File: config.mk
export PLATFORM = sky130hd
export DESIGN_NAME = program_container_validator_flat
export DESIGN_NICKNAME = d
export VERILOG_FILES = /design/src/rtl/pcv_pkg.sv /design/src/rtl/pcv_if.sv /design/src/rtl/pcv_csr_regs.sv /design/src/rtl/pcv_parser.sv /design/src/rtl/program_container_validator.sv /design/src/flat_wrapper.sv
export SDC_FILE = /design/constraint.sdc
export NUM_CORES = 1
export LEC_CHECK = 0
export BUFFER_PORTS_ARGS = -buffer_cell sky130_fd_sc_hd__clkbuf_2
export CAP_MARGIN = 40
export CORE_MARGIN = 4
export CORE_UTILIZATION = 56
export DETAILED_ROUTE_END_ITERATION = 12
export GPL_TIMING_DRIVEN = 0
export PLACE_DENSITY_LB_ADDON = 0.1
export SETUP_SLACK_MARGIN = 0.05
export SLEW_MARGIN = 20
export SYNTH_ARGS = -nofsm -noshare
export SYNTH_HDL_FRONTEND = slang
export SYNTH_SLANG_ARGS = --single-unit
File: constraint.sdc
create_clock -name clock -period 3.1 [get_ports clock]
set_clock_uncertainty 0.05 [all_clocks]
set_input_delay 0.62 -clock clock [delete_from_list [all_inputs] [get_ports clock]]
set_output_delay 0.62 -clock clock [all_outputs]
set_load 0.05 [all_outputs]
File: src/rtl/pcv_pkg.sv
// Program container validator package: phase enum, status codes, CSR indexes,
// config and step structs, and the per-byte UTF-8 step function. No dependencies.
package pcv_pkg;

   typedef logic [3:0] status_type;

   localparam status_type ST_OK       = 4'd0;
   localparam status_type ST_TRUNC    = 4'd1;
   localparam status_type ST_MAGIC    = 4'd2;
   localparam status_type ST_VERSION  = 4'd3;
   localparam status_type ST_FLAGS    = 4'd4;
   localparam status_type ST_COUNT    = 4'd5;
   localparam status_type ST_OPCODE   = 4'd6;
   localparam status_type ST_TAG      = 4'd7;
   localparam status_type ST_OPUTF8   = 4'd8;
   localparam status_type ST_TRAILING = 4'd9;
   localparam status_type ST_IMGUTF8  = 4'd10;
   localparam status_type ST_NOSTOP   = 4'd11;

   typedef logic [2:0] csr_index_type;

   localparam csr_index_type CSR_MAGIC        = 3'd0;
   localparam csr_index_type CSR_VERSION      = 3'd1;
   localparam csr_index_type CSR_MAX_INSTR    = 3'd2;
   localparam csr_index_type CSR_MAX_OPERAND  = 3'd3;
   localparam csr_index_type CSR_MAX_IMAGE    = 3'd4;

   localparam logic [31:0] RST_MAGIC       = 32'd0;
   localparam logic [15:0] RST_VERSION     = 16'd1;
   localparam logic [31:0] RST_MAX_INSTR   = 32'd65536;
   localparam logic [31:0] RST_MAX_OPERAND = 32'd4096;
   localparam logic [31:0] RST_MAX_IMAGE   = 32'd1048576;

   localparam logic [7:0] OPCODE_MIN = 8'h01;
   localparam logic [7:0] OPCODE_STOP = 8'h10;
   localparam logic [7:0] TAG_NONE    = 8'h00;
   localparam logic [7:0] TAG_OPERAND = 8'h01;

   localparam logic [7:0] UTF8_CONT_MASK = 8'hc0;
   localparam logic [7:0] UTF8_CONT_CODE = 8'h80;
   localparam logic [7:0] UTF8_LEAD2_MASK = 8'he0;
   localparam logic [7:0] UTF8_LEAD2_CODE = 8'hc0;
   localparam logic [7:0] UTF8_LEAD2_MIN  = 8'hc2;
   localparam logic [7:0] UTF8_LEAD3_MASK = 8'hf0;
   localparam logic [7:0] UTF8_LEAD3_CODE = 8'he0;
   localparam logic [7:0] UTF8_LEAD4_MASK = 8'hf8;
   localparam logic [7:0] UTF8_LEAD4_CODE = 8'hf0;
   localparam logic [7:0] UTF8_LEAD4_MAX  = 8'hf4;

   typedef enum logic [3:0] {
      PH_HEADER  = 4'd0,
      PH_OPCODE  = 4'd1,
      PH_TAG     = 4'd2,
      PH_OPLEN   = 4'd3,
      PH_OPDATA  = 4'd4,
      PH_IMGLEN  = 4'd5,
      PH_IMGDATA = 4'd6,
      PH_DONE    = 4'd7,
      PH_DRAIN   = 4'd8
   } phase_type;

   typedef struct packed {
      logic [31:0] magic_word;
      logic [15:0] format_version;
      logic [31:0] max_instructions;
      logic [31:0] max_operand_len;
      logic [31:0] max_image_len;
   } cfg_type;

   typedef struct packed {
      logic       fire;
      logic [7:0] data_byte;
      logic       last_byte;
   } step_type;

   typedef struct packed {
      status_type  status;
      logic [31:0] instr_count;
   } verdict_type;

   typedef struct packed {
      logic [1:0] cont;
      logic       pend;
   } utf8_type;

   function automatic utf8_type utf8_feed(utf8_type cur, logic [7:0] c);
      utf8_type r;
      r = cur;
      if (cur.cont != 2'd0) begin
         if ((c & UTF8_CONT_MASK) != UTF8_CONT_CODE) r.pend = 1'b1;
         r.cont = cur.cont - 2'd1;
      end else if (!c[7]) begin
         r = cur;
      end else if ((c & UTF8_LEAD2_MASK) == UTF8_LEAD2_CODE) begin
         r.cont = 2'd1;
         if (c < UTF8_LEAD2_MIN) r.pend = 1'b1;
      end else if ((c & UTF8_LEAD3_MASK) == UTF8_LEAD3_CODE) begin
         r.cont = 2'd2;
      end else if ((c & UTF8_LEAD4_MASK) == UTF8_LEAD4_CODE) begin
         r.cont = 2'd3;
         if (c > UTF8_LEAD4_MAX) r.pend = 1'b1;
      end else begin
         r.pend = 1'b1;
      end
      return r;
   endfunction

   function automatic logic utf8_bad(utf8_type u);
      return u.pend || (u.cont != 2'd0);
   endfunction

endpackage

File: src/rtl/pcv_if.sv
// Handshake channel interfaces: byte request, verdict response, CSR write.
// Depends on nothing.
interface pcv_req_if;
   logic       valid;
   logic       ready;
   logic [7:0] data_byte;
   logic       last_byte;

   modport source (output valid, output data_byte, output last_byte, input ready);
   modport sink   (input valid, input data_byte, input last_byte, output ready);
endinterface

interface pcv_rsp_if;
   logic        valid;
   logic        ready;
   logic [3:0]  status;
   logic [31:0] instr_count;

   modport source (output valid, output status, output instr_count, input ready);
   modport sink   (input valid, input status, input instr_count, output ready);
endinterface

interface pcv_csr_if;
   logic        valid;
   logic        ready;
   logic [2:0]  reg_index;
   logic [31:0] write_data;

   modport source (output valid, output reg_index, output write_data, input ready);
   modport sink   (input valid, input reg_index, input write_data, output ready);
endinterface

File: src/rtl/pcv_csr_regs.sv
// Configuration registers of the validator, written through the CSR channel.
// Depends on pcv_pkg and pcv_csr_if.
module pcv_csr_regs
   import pcv_pkg::*;
(
   input  logic            clock,
   input  logic            reset,
   pcv_csr_if.sink         csr,
   output cfg_type         cfg
);

   cfg_type cfg_ff;
   cfg_type cfg_in;

   assign csr.ready = 1'b1;
   assign cfg       = cfg_ff;

   always_comb begin
      cfg_in = cfg_ff;
      if (csr.valid) begin
         unique case (csr.reg_index)
            CSR_MAGIC:       cfg_in.magic_word       = csr.write_data;
            CSR_VERSION:     cfg_in.format_version   = csr.write_data[15:0];
            CSR_MAX_INSTR:   cfg_in.max_instructions = csr.write_data;
            CSR_MAX_OPERAND: cfg_in.max_operand_len  = csr.write_data;
            CSR_MAX_IMAGE:   cfg_in.max_image_len    = csr.write_data;
            default:         cfg_in = cfg_ff;
         endcase
      end
   end

   always_ff @(posedge clock) begin
      if (reset) begin
         cfg_ff.magic_word       <= RST_MAGIC;
         cfg_ff.format_version   <= RST_VERSION;
         cfg_ff.max_instructions <= RST_MAX_INSTR;
         cfg_ff.max_operand_len  <= RST_MAX_OPERAND;
         cfg_ff.max_image_len    <= RST_MAX_IMAGE;
      end else begin
         cfg_ff <= cfg_in;
      end
   end

endmodule

File: src/rtl/pcv_parser.sv
// Container parse state machine: consumes one byte per step, gives the verdict
// on the last byte and restarts. Depends on pcv_pkg.
module pcv_parser
   import pcv_pkg::*;
(
   input  logic        clock,
   input  logic        reset,
   input  cfg_type     cfg,
   input  step_type    step,
   output verdict_type verdict
);

   localparam logic [3:0] HDR_MAGIC_END   = 4'd3;
   localparam logic [3:0] HDR_VERSION_END = 4'd5;
   localparam logic [3:0] HDR_FLAGS_END   = 4'd7;
   localparam logic [3:0] HDR_COUNT_END   = 4'd11;
   localparam logic [3:0] LEN_LAST        = 4'd3;

   phase_type   phase_ff, phase_in;
   logic [3:0]  idx_ff, idx_in;
   logic [31:0] acc_ff, acc_in;
   logic [31:0] hdr_count_ff, hdr_count_in;
   logic [31:0] instr_left_ff, instr_left_in;
   logic [31:0] bytes_left_ff, bytes_left_in;
   utf8_type    utf_ff, utf_in;
   status_type  err_ff, err_in;
   logic        stop_ff, stop_in;

   logic [31:0] acc_shift;
   utf8_type    utf_step;
   logic [7:0]  c;

   function automatic status_type keep_first(status_type first, status_type code);
      return (first != ST_OK) ? first : code;
   endfunction

   always_comb begin
      c             = step.data_byte;
      acc_shift     = {acc_ff[23:0], c};
      utf_step      = utf8_feed(utf_ff, c);
      phase_in      = phase_ff;
      idx_in        = idx_ff;
      acc_in        = acc_ff;
      hdr_count_in  = hdr_count_ff;
      instr_left_in = instr_left_ff;
      bytes_left_in = bytes_left_ff;
      utf_in        = utf_ff;
      err_in        = err_ff;
      stop_in       = stop_ff;

      if (step.fire) begin
         unique case (phase_ff)
            PH_HEADER: begin
               acc_in = acc_shift;
               idx_in = idx_ff + 4'd1;
               if (idx_ff == HDR_MAGIC_END && acc_shift != cfg.magic_word)
                  err_in = keep_first(err_ff, ST_MAGIC);
               if (idx_ff == HDR_VERSION_END && acc_shift[15:0] != cfg.format_version)
                  err_in = keep_first(err_ff, ST_VERSION);
               if (idx_ff == HDR_FLAGS_END && acc_shift[15:0] != 16'd0)
                  err_in = keep_first(err_ff, ST_FLAGS);
               if (idx_ff == HDR_COUNT_END) begin
                  hdr_count_in = acc_shift;
                  idx_in       = 4'd0;
                  if (acc_shift == 32'd0 || acc_shift > cfg.max_instructions)
                     err_in = keep_first(err_ff, ST_COUNT);
                  if (err_in != ST_OK) begin
                     phase_in = PH_DRAIN;
                  end else begin
                     instr_left_in = acc_shift;
                     phase_in      = PH_OPCODE;
                  end
               end
            end
            PH_OPCODE: begin
               if (c < OPCODE_MIN || c > OPCODE_STOP) begin
                  err_in   = keep_first(err_ff, ST_OPCODE);
                  phase_in = PH_DRAIN;
               end else begin
                  stop_in  = stop_ff | (c == OPCODE_STOP);
                  phase_in = PH_TAG;
               end
            end
            PH_TAG: begin
               if (c == TAG_NONE) begin
                  instr_left_in = instr_left_ff - 32'd1;
                  phase_in      = (instr_left_ff == 32'd1) ? PH_IMGLEN : PH_OPCODE;
               end else if (c == TAG_OPERAND) begin
                  idx_in   = 4'd0;
                  phase_in = PH_OPLEN;
               end else begin
                  err_in   = keep_first(err_ff, ST_TAG);
                  phase_in = PH_DRAIN;
               end
            end
            PH_OPLEN, PH_IMGLEN: begin
               acc_in = acc_shift;
               if (idx_ff != LEN_LAST) begin
                  idx_in = idx_ff + 4'd1;
               end else begin
                  idx_in        = 4'd0;
                  bytes_left_in = acc_shift;
                  utf_in        = '0;
                  if (phase_ff == PH_OPLEN) begin
                     if (acc_shift > cfg.max_operand_len) begin
                        err_in   = keep_first(err_ff, ST_TRUNC);
                        phase_in = PH_DRAIN;
                     end else if (acc_shift == 32'd0) begin
                        instr_left_in = instr_left_ff - 32'd1;
                        phase_in = (instr_left_ff == 32'd1) ? PH_IMGLEN : PH_OPCODE;
                     end else begin
                        phase_in = PH_OPDATA;
                     end
                  end else begin
                     if (acc_shift > cfg.max_image_len) begin
                        err_in   = keep_first(err_ff, ST_TRUNC);
                        phase_in = PH_DRAIN;
                     end else if (acc_shift == 32'd0) begin
                        phase_in = PH_DONE;
                     end else begin
                        phase_in = PH_IMGDATA;
                     end
                  end
               end
            end
            PH_OPDATA: begin
               utf_in        = utf_step;
               bytes_left_in = bytes_left_ff - 32'd1;
               if (bytes_left_ff == 32'd1) begin
                  if (utf8_bad(utf_step)) begin
                     err_in   = keep_first(err_ff, ST_OPUTF8);
                     phase_in = PH_DRAIN;
                  end else begin
                     instr_left_in = instr_left_ff - 32'd1;
                     phase_in = (instr_left_ff == 32'd1) ? PH_IMGLEN : PH_OPCODE;
                  end
               end
            end
            PH_IMGDATA: begin
               utf_in        = utf_step;
               bytes_left_in = bytes_left_ff - 32'd1;
               if (bytes_left_ff == 32'd1) phase_in = PH_DONE;
            end
            PH_DONE: begin
               err_in   = keep_first(err_ff, ST_TRAILING);
               phase_in = PH_DRAIN;
            end
            default: begin
               phase_in = phase_ff;
            end
         endcase
      end

      verdict.instr_count = hdr_count_in;
      if (phase_in == PH_HEADER)      verdict.status = ST_TRUNC;
      else if (err_in != ST_OK)       verdict.status = err_in;
      else if (phase_in != PH_DONE)   verdict.status = ST_TRUNC;
      else if (utf8_bad(utf_in))      verdict.status = ST_IMGUTF8;
      else if (!stop_in)              verdict.status = ST_NOSTOP;
      else                            verdict.status = ST_OK;

      if (step.fire && step.last_byte) begin
         phase_in      = PH_HEADER;
         idx_in        = 4'd0;
         acc_in        = 32'd0;
         hdr_count_in  = 32'd0;
         instr_left_in = 32'd0;
         bytes_left_in = 32'd0;
         utf_in        = '0;
         err_in        = ST_OK;
         stop_in       = 1'b0;
      end
   end

   always_ff @(posedge clock) begin
      if (reset) begin
         phase_ff      <= PH_HEADER;
         idx_ff        <= 4'd0;
         acc_ff        <= 32'd0;
         hdr_count_ff  <= 32'd0;
         instr_left_ff <= 32'd0;
         bytes_left_ff <= 32'd0;
         utf_ff        <= '0;
         err_ff        <= ST_OK;
         stop_ff       <= 1'b0;
      end else begin
         phase_ff      <= phase_in;
         idx_ff        <= idx_in;
         acc_ff        <= acc_in;
         hdr_count_ff  <= hdr_count_in;
         instr_left_ff <= instr_left_in;
         bytes_left_ff <= bytes_left_in;
         utf_ff        <= utf_in;
         err_ff        <= err_in;
         stop_ff       <= stop_in;
      end
   end

endmodule

File: src/rtl/program_container_validator.sv
// Program container validator top level: input register, parser, result register.
// A last byte passes the input register; its verdict goes to the result register.
// Throughput is one byte per cycle; the input register waits only while it holds
// a last byte and the result register holds a verdict that rsp is not taking.
// Reset (synchronous, active high) returns the parser to the header phase and the
// CSRs to their defaults; there is no clearing pass.
module program_container_validator
   import pcv_pkg::*;
(
   input  logic       clock,
   input  logic       reset,
   pcv_req_if.sink    req_ch,
   pcv_rsp_if.source  rsp_ch,
   pcv_csr_if.sink    csr_ch
);

   cfg_type     cfg;
   step_type    step;
   verdict_type verdict;

   logic        in_valid_ff, in_valid_in;
   logic [7:0]  in_byte_ff;
   logic        in_last_ff;
   logic        out_valid_ff, out_valid_in;
   verdict_type out_ff;
   logic        proc_fire;
   logic        req_fire;

   pcv_csr_regs u_csr_regs (
      .clock (clock),
      .reset (reset),
      .csr   (csr_ch),
      .cfg   (cfg)
   );

   pcv_parser u_parser (
      .clock   (clock),
      .reset   (reset),
      .cfg     (cfg),
      .step    (step),
      .verdict (verdict)
   );

   assign proc_fire    = in_valid_ff && (!in_last_ff || !out_valid_ff || rsp_ch.ready);
   assign req_ch.ready = !in_valid_ff || proc_fire;
   assign req_fire     = req_ch.valid && req_ch.ready;

   assign step.fire      = proc_fire;
   assign step.data_byte = in_byte_ff;
   assign step.last_byte = in_last_ff;

   always_comb begin
      in_valid_in = in_valid_ff;
      if (req_fire)       in_valid_in = 1'b1;
      else if (proc_fire) in_valid_in = 1'b0;

      out_valid_in = out_valid_ff;
      if (proc_fire && in_last_ff) out_valid_in = 1'b1;
      else if (rsp_ch.ready)       out_valid_in = 1'b0;
   end

   always_ff @(posedge clock) begin
      if (reset) begin
         in_valid_ff  <= 1'b0;
         out_valid_ff <= 1'b0;
      end else begin
         in_valid_ff  <= in_valid_in;
         out_valid_ff <= out_valid_in;
      end
   end

   always_ff @(posedge clock) begin
      if (req_fire) begin
         in_byte_ff <= req_ch.data_byte;
         in_last_ff <= req_ch.last_byte;
      end
      if (proc_fire && in_last_ff) out_ff <= verdict;
   end

   assign rsp_ch.valid       = out_valid_ff;
   assign rsp_ch.status      = out_ff.status;
   assign rsp_ch.instr_count = out_ff.instr_count;

endmodule

File: src/flat_wrapper.sv
// flat-port wrapper written by rule: the top's interface ports become plain ports
module program_container_validator_flat import pcv_pkg::*;
  (clock, reset, req_ch_valid, req_ch_data_byte, req_ch_last_byte, req_ch_ready, rsp_ch_valid, rsp_ch_status, rsp_ch_instr_count, rsp_ch_ready, csr_ch_valid, csr_ch_reg_index, csr_ch_write_data, csr_ch_ready);
  pcv_req_if req_ch_i ();
  pcv_rsp_if rsp_ch_i ();
  pcv_csr_if csr_ch_i ();
  input  logic clock;
  input  logic reset;
  input wire logic [$bits(req_ch_i.valid)-1:0] req_ch_valid;
  input wire logic [$bits(req_ch_i.data_byte)-1:0] req_ch_data_byte;
  input wire logic [$bits(req_ch_i.last_byte)-1:0] req_ch_last_byte;
  output wire logic [$bits(req_ch_i.ready)-1:0] req_ch_ready;
  output wire logic [$bits(rsp_ch_i.valid)-1:0] rsp_ch_valid;
  output wire logic [$bits(rsp_ch_i.status)-1:0] rsp_ch_status;
  output wire logic [$bits(rsp_ch_i.instr_count)-1:0] rsp_ch_instr_count;
  input wire logic [$bits(rsp_ch_i.ready)-1:0] rsp_ch_ready;
  input wire logic [$bits(csr_ch_i.valid)-1:0] csr_ch_valid;
  input wire logic [$bits(csr_ch_i.reg_index)-1:0] csr_ch_reg_index;
  input wire logic [$bits(csr_ch_i.write_data)-1:0] csr_ch_write_data;
  output wire logic [$bits(csr_ch_i.ready)-1:0] csr_ch_ready;
  assign req_ch_i.valid = req_ch_valid;
  assign req_ch_i.data_byte = req_ch_data_byte;
  assign req_ch_i.last_byte = req_ch_last_byte;
  assign req_ch_ready = req_ch_i.ready;
  assign rsp_ch_valid = rsp_ch_i.valid;
  assign rsp_ch_status = rsp_ch_i.status;
  assign rsp_ch_instr_count = rsp_ch_i.instr_count;
  assign rsp_ch_i.ready = rsp_ch_ready;
  assign csr_ch_i.valid = csr_ch_valid;
  assign csr_ch_i.reg_index = csr_ch_reg_index;
  assign csr_ch_i.write_data = csr_ch_write_data;
  assign csr_ch_ready = csr_ch_i.ready;
  program_container_validator u_core (.clock(clock), .reset(reset), .req_ch(req_ch_i), .rsp_ch(rsp_ch_i), .csr_ch(csr_ch_i));
endmodule
== Word-level counts from Yosys, hierarchy flattened ==
Cells that the tools add are included.

* Bitwise operators: 1
* Add/sub/neg operators: 4
* Reduce and logical (&&, ||, !) cells: 46
* Magnitude comparators: 7
* Equality and inequality tests: 38
* Muxes and demuxes: 89

{| class="wikitable"
|+ Operator list
! kind !! number
|-
| 32-bit two-way mux || 13
|-
| 4-bit two-way mux || 48
|-
| 32-bit one-hot mux with 4 select lines || 1
|-
| 32-bit greater-than comparator || 3
|-
| 32-bit by 1-bit equality test with 1-bit output (second input constant) || 2
|-
| 32-bit one-hot mux with 2 select lines || 1
|-
| 32-bit by 1-bit subtractor with 32-bit output (second input constant) || 2
|-
| 32-bit logical NOT || 1
|-
| 32-bit inequality test || 1
|-
| 4-bit one-hot mux with 7 select lines || 1
|-
| 4-bit by 3-bit equality test with 1-bit output (second input constant) || 6
|-
| 2-bit inequality test (second input constant) || 12
|-
| 4-bit one-hot mux with 6 select lines || 1
|-
| 3-bit two-way mux || 7
|-
| 16-bit inequality test || 1
|-
| 16-bit nonzero test || 1
|-
| 4-bit nonzero test || 4
|-
| 1-bit two-way mux || 13
|-
| 4-bit by 2-bit equality test with 1-bit output (second input constant) || 3
|-
| 4-bit one-hot mux with 3 select lines || 1
|-
| 2-bit AND reduction || 6
|-
| 2-bit nonzero test || 6
|-
| 11-bit AND reduction || 1
|-
| 4-bit equality test (second input constant) || 2
|-
| 29 further kinds || 48
|}

* Logic and storage cells: 206
* Bits in registers: 327
* Output and inout bits: 39
* Input bits: 49

== Depth between registers and ports, before layout ==
* Depth in word-level cells: 17
* Gate-level depth with buffers: 13

== Cells and area by module ==
From an unflattened synthesis, not the netlist that was laid out.

* Cell total of the unflattened synthesis: 2013
* Area total of the unflattened synthesis: 17838.4 um^2

{| class="wikitable"
|+ By module, submodules not included
! module !! cells each !! instances !! seq. area each (um^2) !! area an instance (um^2)
|-
| pcv_parser || 1443 || 1 || 2722.6 || 10677.7
|-
| pcv_csr_regs || 513 || 1 || 2882.8 || 5705.5
|-
| program_container_validator || 57 || 1 || 1391.3 || 1455.1
|}

== Worst setup path before layout ==
Ideal clock, no wire load.

* Kind: flip-flop to flip-flop
* From: register u_core.in_byte_ff[5]
* To: register u_core.out_ff, in the netlist u_core.rsp_ch.status[0], data pin
* Data required time: 2.791 ns
* Stages on the path, launching flop included: 11
* Setup slack: -0.260 ns
* Arrival: 3.051 ns
* Library setup time: 0.259 ns
* Path buffers: 0
* Path through: edfxtp_1 ha_1 a21oi_1 o21ai_0 a221o_1 o311a_1 a211oi_1 a22oi_1 a221oi_1 nand3_1 a211o_1

* Cells in the longest elaborated chain, start to end: 17
* Elaborated cells on any way between the ends: 83

{| class="wikitable"
|+ RTL lines
! element !! RTL line !! text
|-
| start: declaration || program_container_validator.sv:22 || <nowiki>logic [7:0] in_byte_ff;</nowiki>
|-
| start signal: assignment || program_container_validator.sv:74 || <nowiki>in_byte_ff <= req_ch.data_byte;</nowiki>
|-
| branches (longest 17 deep; another with 32-bit greater-than comparator) || - ||
|-
| end signal: assignment || program_container_validator.sv:77 || <nowiki>if (proc_fire && in_last_ff) out_ff <= verdict;</nowiki>
|-
| end: declaration || program_container_validator.sv:25 || <nowiki>verdict_type out_ff;</nowiki>
|}

Parallel ways; which one is timed is not known. The select of a mux whose other input is x is not followed.
A chain may end at the register's enable or synchronous reset.

== Final worst setup path ==
* From: register u_core.in_byte_ff[7]
* To: register u_core.u_parser.instr_left_ff[12]

* Cells in the longest elaborated chain, start to end: 12
* Elaborated cells on any way between the ends: 43

{| class="wikitable"
|+ RTL lines
! element !! RTL line !! text
|-
| branches (longest 11 deep; another with 32-bit greater-than comparator) || - ||
|-
| 11-bit AND reduction (no source line) * || - ||
|-
| end signal: assignment || pcv_parser.sv:191 || <nowiki>instr_left_ff <= instr_left_in;</nowiki>
|-
| end: declaration || pcv_parser.sv:23 || <nowiki>logic [31:0] instr_left_ff, instr_left_in;</nowiki>
|}

Every way passes the cells marked *. The select of a mux whose other input is x is not followed.

==> impl_metrics.yaml <==
setup_path:
  critPathCapture: "u_core.u_parser.instr_left_ff[12]"
  regToRegSetupSlack_ns: -0.29
  crit_family: "buffers and inverters"
  crit_start: "u_core.in_byte_ff[7]"
  worstRegToRegCells: 15
  r2r_start: "u_core.in_byte_ff[7]"
  crit_path_top_delay_cell: "edfxtp_1"
  worstPathArrival_ns: 3.76
  path_buf_inv: 7
  worstSetupPathDepth: 15
  required_ns: 3.48
  startpoint_type: "flop"
  path_max_fanout: 8
  slowest_delay_ns: 0.38
  worstSetupPathType: "reg -> reg"
  cp_cell_sequence: "buf_6 > buf_4 > buf_8 > xnor2_2 > nand4_1 > nor4_4 > a211oi_2 > or2_4 > nor4bb_4 > buf_6 > o221ai_4 > buf_12 > buf_4 > buf_16 > o32ai_2"
  cp-end-kind: "flop"
  reg2reg_to: "u_core.u_parser.instr_left_ff[12]"
power_and_ir_drop:
  pwr_density_cell_nw_per_um2: 501
  ir_worst_vdd_mv: 0.440
  total_leakage_power_nw: 7.87
  p_total_mw: 10.7
timing:
  rsz0062_at_grt: "yes"
  whs_ns: 0.211
  slew_headroom_pct: 39.0
  worst_slack_ns: -0.287
  worst_pin_slew_ns: 0.905
  fmax_mhz: 295
  slew_viol_final: 0
  period_share_pct: 109
  final-setup-viol-count: 36
  fin_crit_ns: 3.39
  fin_tns_setup_ns: -8.43
  hold_violations: 0
yosys:
  synth_simple_gate_area_share_pct: 23.1
  synth-seq-cells: 327
  synthAdderAreaFrac_pct: 7.41
  synth_mux_area_share_pct: 2.21
  ys_seq_area_share_pct: 40.6
  yosysMostFrequentCell: "nand2_1"
  yosysTopAreaCell: "dfxtp_1"
  syn_area_sq_um: 17200
  synth_common_cells: "nand2_1 (448), a21oi_1 (298), dfxtp_1 (282)"
  synth.area.top_cells: "dfxtp_1 (33%), nand2_1 (9.8%), a21oi_1 (8.7%), edfxtp_1 (7.8%), ha_1 (7.4%)"
  synth.top_cell.area_share_pct: 32.8
  synth_compound_area_share_pct: 18.1
  synth_edf_count: 45
  synthXorXnorAreaFrac_pct: 2.74
  syn_area_per_cell_sq_um: 8.02
  synthCells: 2149
  ys_types: 88
  synth_top_family_by_area: "simple AND/OR/NAND/NOR gates"
  synth_ff_type: "dfxtp_1"
  ys_warn_count: 0
  syn_nets: 2300
  synthArstFlopShare_pct: 0
clock_network:
  clk_latency_ns: 0.54
  postCtsHoldBufs: 0
  clkSinkCount: 327
  cts_tree: "built"
  clk_pin_slew_worst_paths_ns: 0.05
  cts_buffers: 37
  cts_max_level: 2
  cts_root_buf: "clkbuf_16"
  clockBufferDepth: 3
min_path:
  hp-class: "in -> reg"
  worstHoldStart: "req_ch_data_byte[6]"
floorplan:
  fp.dieH_um: 183
  die_area_sq_um: 33600
  ios: 88
  core_sq_um: 30000
  die_w_um: 183
  num_rows: 63
  initial_core_util_pct: 57.4
routing:
  wire_per_inst_um: 22.3
  first_pass_iters: 6
  avgViaCountPerCell: 6.24
  drt_iter0_drc: 1886
  routed-via-count: 17284
  drcViolationCount: 0
  wl_mm: 61.7
  ant_nets: 0
cells_and_area:
  nNetsFinal: 2503
  drive_gt1_share_pct: 19.3
  diodes: 0
  fillerInstances: 2420
  final_area_sq_um: 21300
  postLayoutCoreUtil_pct: 71.0
  syn2layout_area_growth_pct: 23.8
grt:
  grt_pass1_vias: 16461
  antenna_found_initial: 0
  gr-usage-all-layers_pct: 35.6
  grt_max_degree: 36
  grt_pass1_wl_mm: 93.8
  grt_remaining_overflow: 0
placed_design:
  dpl_cell_area_sq_um: 18300
  hpwl_mm: 42.0
  place_congestion: 0.966
  port_buffers: 86
run_status:
  status: "finished, violations left"
  violations: "setup timing"
run:
  cap_violations: 0
[power by group]
group          switching, mW  internal (mW)
Combinational           1.05          0.567
Sequential            0.0726           4.36
Clock                   1.78           2.86
[kinds of logic (layout without fill, tap and decap cells)]
| logic type | after synthesis | count (layout) |
|---|---|---|
| other | 1 | 1 |
| xor gates and xnor gates | 54 | 54 |
| buffers and inverters | 250 | 479 |
| AOI/OAI and AO/OA | 524 | 525 |
| and+or+nand+nor | 857 | 857 |
| adders and majority gates | 102 | 102 |
| muxes | 34 | 34 |
| DFF | 327 | 327 |
[area by class of cell]
type | count | area (sq um) | share of cell area (%)
inverters | 111 | 420 | 1.97
multi-input cells | 1573 | 10200 | 47.7
well taps | 390 | 488 | 2.29
clock buffers | 55 | 1100 | 5.14
repair buffers | 163 | 1160 | 5.44
flip-flops and latches | 327 | 7070 | 33.2
plain buffers | 139 | 743 | 3.48
clock inverters | 11 | 184 | 0.862
[per-layer routing]
layer	track usage, %	vias to the layer above	wire (um)
met5	0	-	0
met4	19.0	0	3760
met3	7.28	250	5940
met2	56.8	1006	27700
met1	45.5	8126	24300
li1	-	7902	-
[timing repair]
item / CTS / global route
setup buffers: 57 / 11
setup endpoints to repair: 55 / 136
gates cloned: 2 / 0
gates resized for setup: 216 / 49
pin swaps: 67 / 29
[worst reg2reg max path, delay by kind of cell (launching register included)]
family / cells / cell delay (ns)
AOI/OAI and AO/OA: 3 / 0.47
buffers and inverters: 7 / 1.15
xor gates and xnor gates: 1 / 0.17
and+or+nand+nor: 4 / 1.05
DFF: 1 / 0.38
[state kept, by name, indices dropped and copies added (netlist names), 8 cells and up]
register                       flops
u_core.u_parser.acc_ff            24
u_core.rsp_ch.instr_count         32
u_core.u_parser.hdr_count_ff      32
u_core.u_parser.instr_left_ff     32
u_core.u_csr_regs.cfg            144
u_core.u_parser.bytes_left_ff     32
u_core.in_byte_ff                  8
[layout by cell type (no fill, tap or decap), types with 24 or more instances in the layout]
cell type  count
a21oi_1      286
and2_1        46
buf_4         60
clkbuf_1     105
clkbuf_16     39
clkbuf_2      95
dfxtp_1      258
edfxtp_1      45
ha_1          80
inv_1        110
mux2_2        33
nand2_1      445
nand3_1       25
nand4_1       36
nor2_1       118
nor3_1        49
o211ai_1      24
o21ai_0       55
xnor2_1       49
[worst min path at each step]
stage                     depth (start not counted)                        end
after CTS                                         1       u_core.in_byte_ff[6]
after global routing                              1       u_core.in_byte_ff[7]
after detailed placement                          2  u_core.u_csr_regs.cfg[77]
after global placement                            2  u_core.u_csr_regs.cfg[36]
after floorplan                                   2  u_core.u_csr_regs.cfg[10]
final                                             1       u_core.in_byte_ff[6]
[per-stage QoR]
step                      setup WS [ns]  std cells
after detailed placement          -1.04       2633
final                            -0.287       2769
after CTS                        -0.153       2758
after global routing             -0.401       2769
after floorplan                  0.0208       2149
after global placement            -1.36       2625
Power figures use the tool's default switching activity.
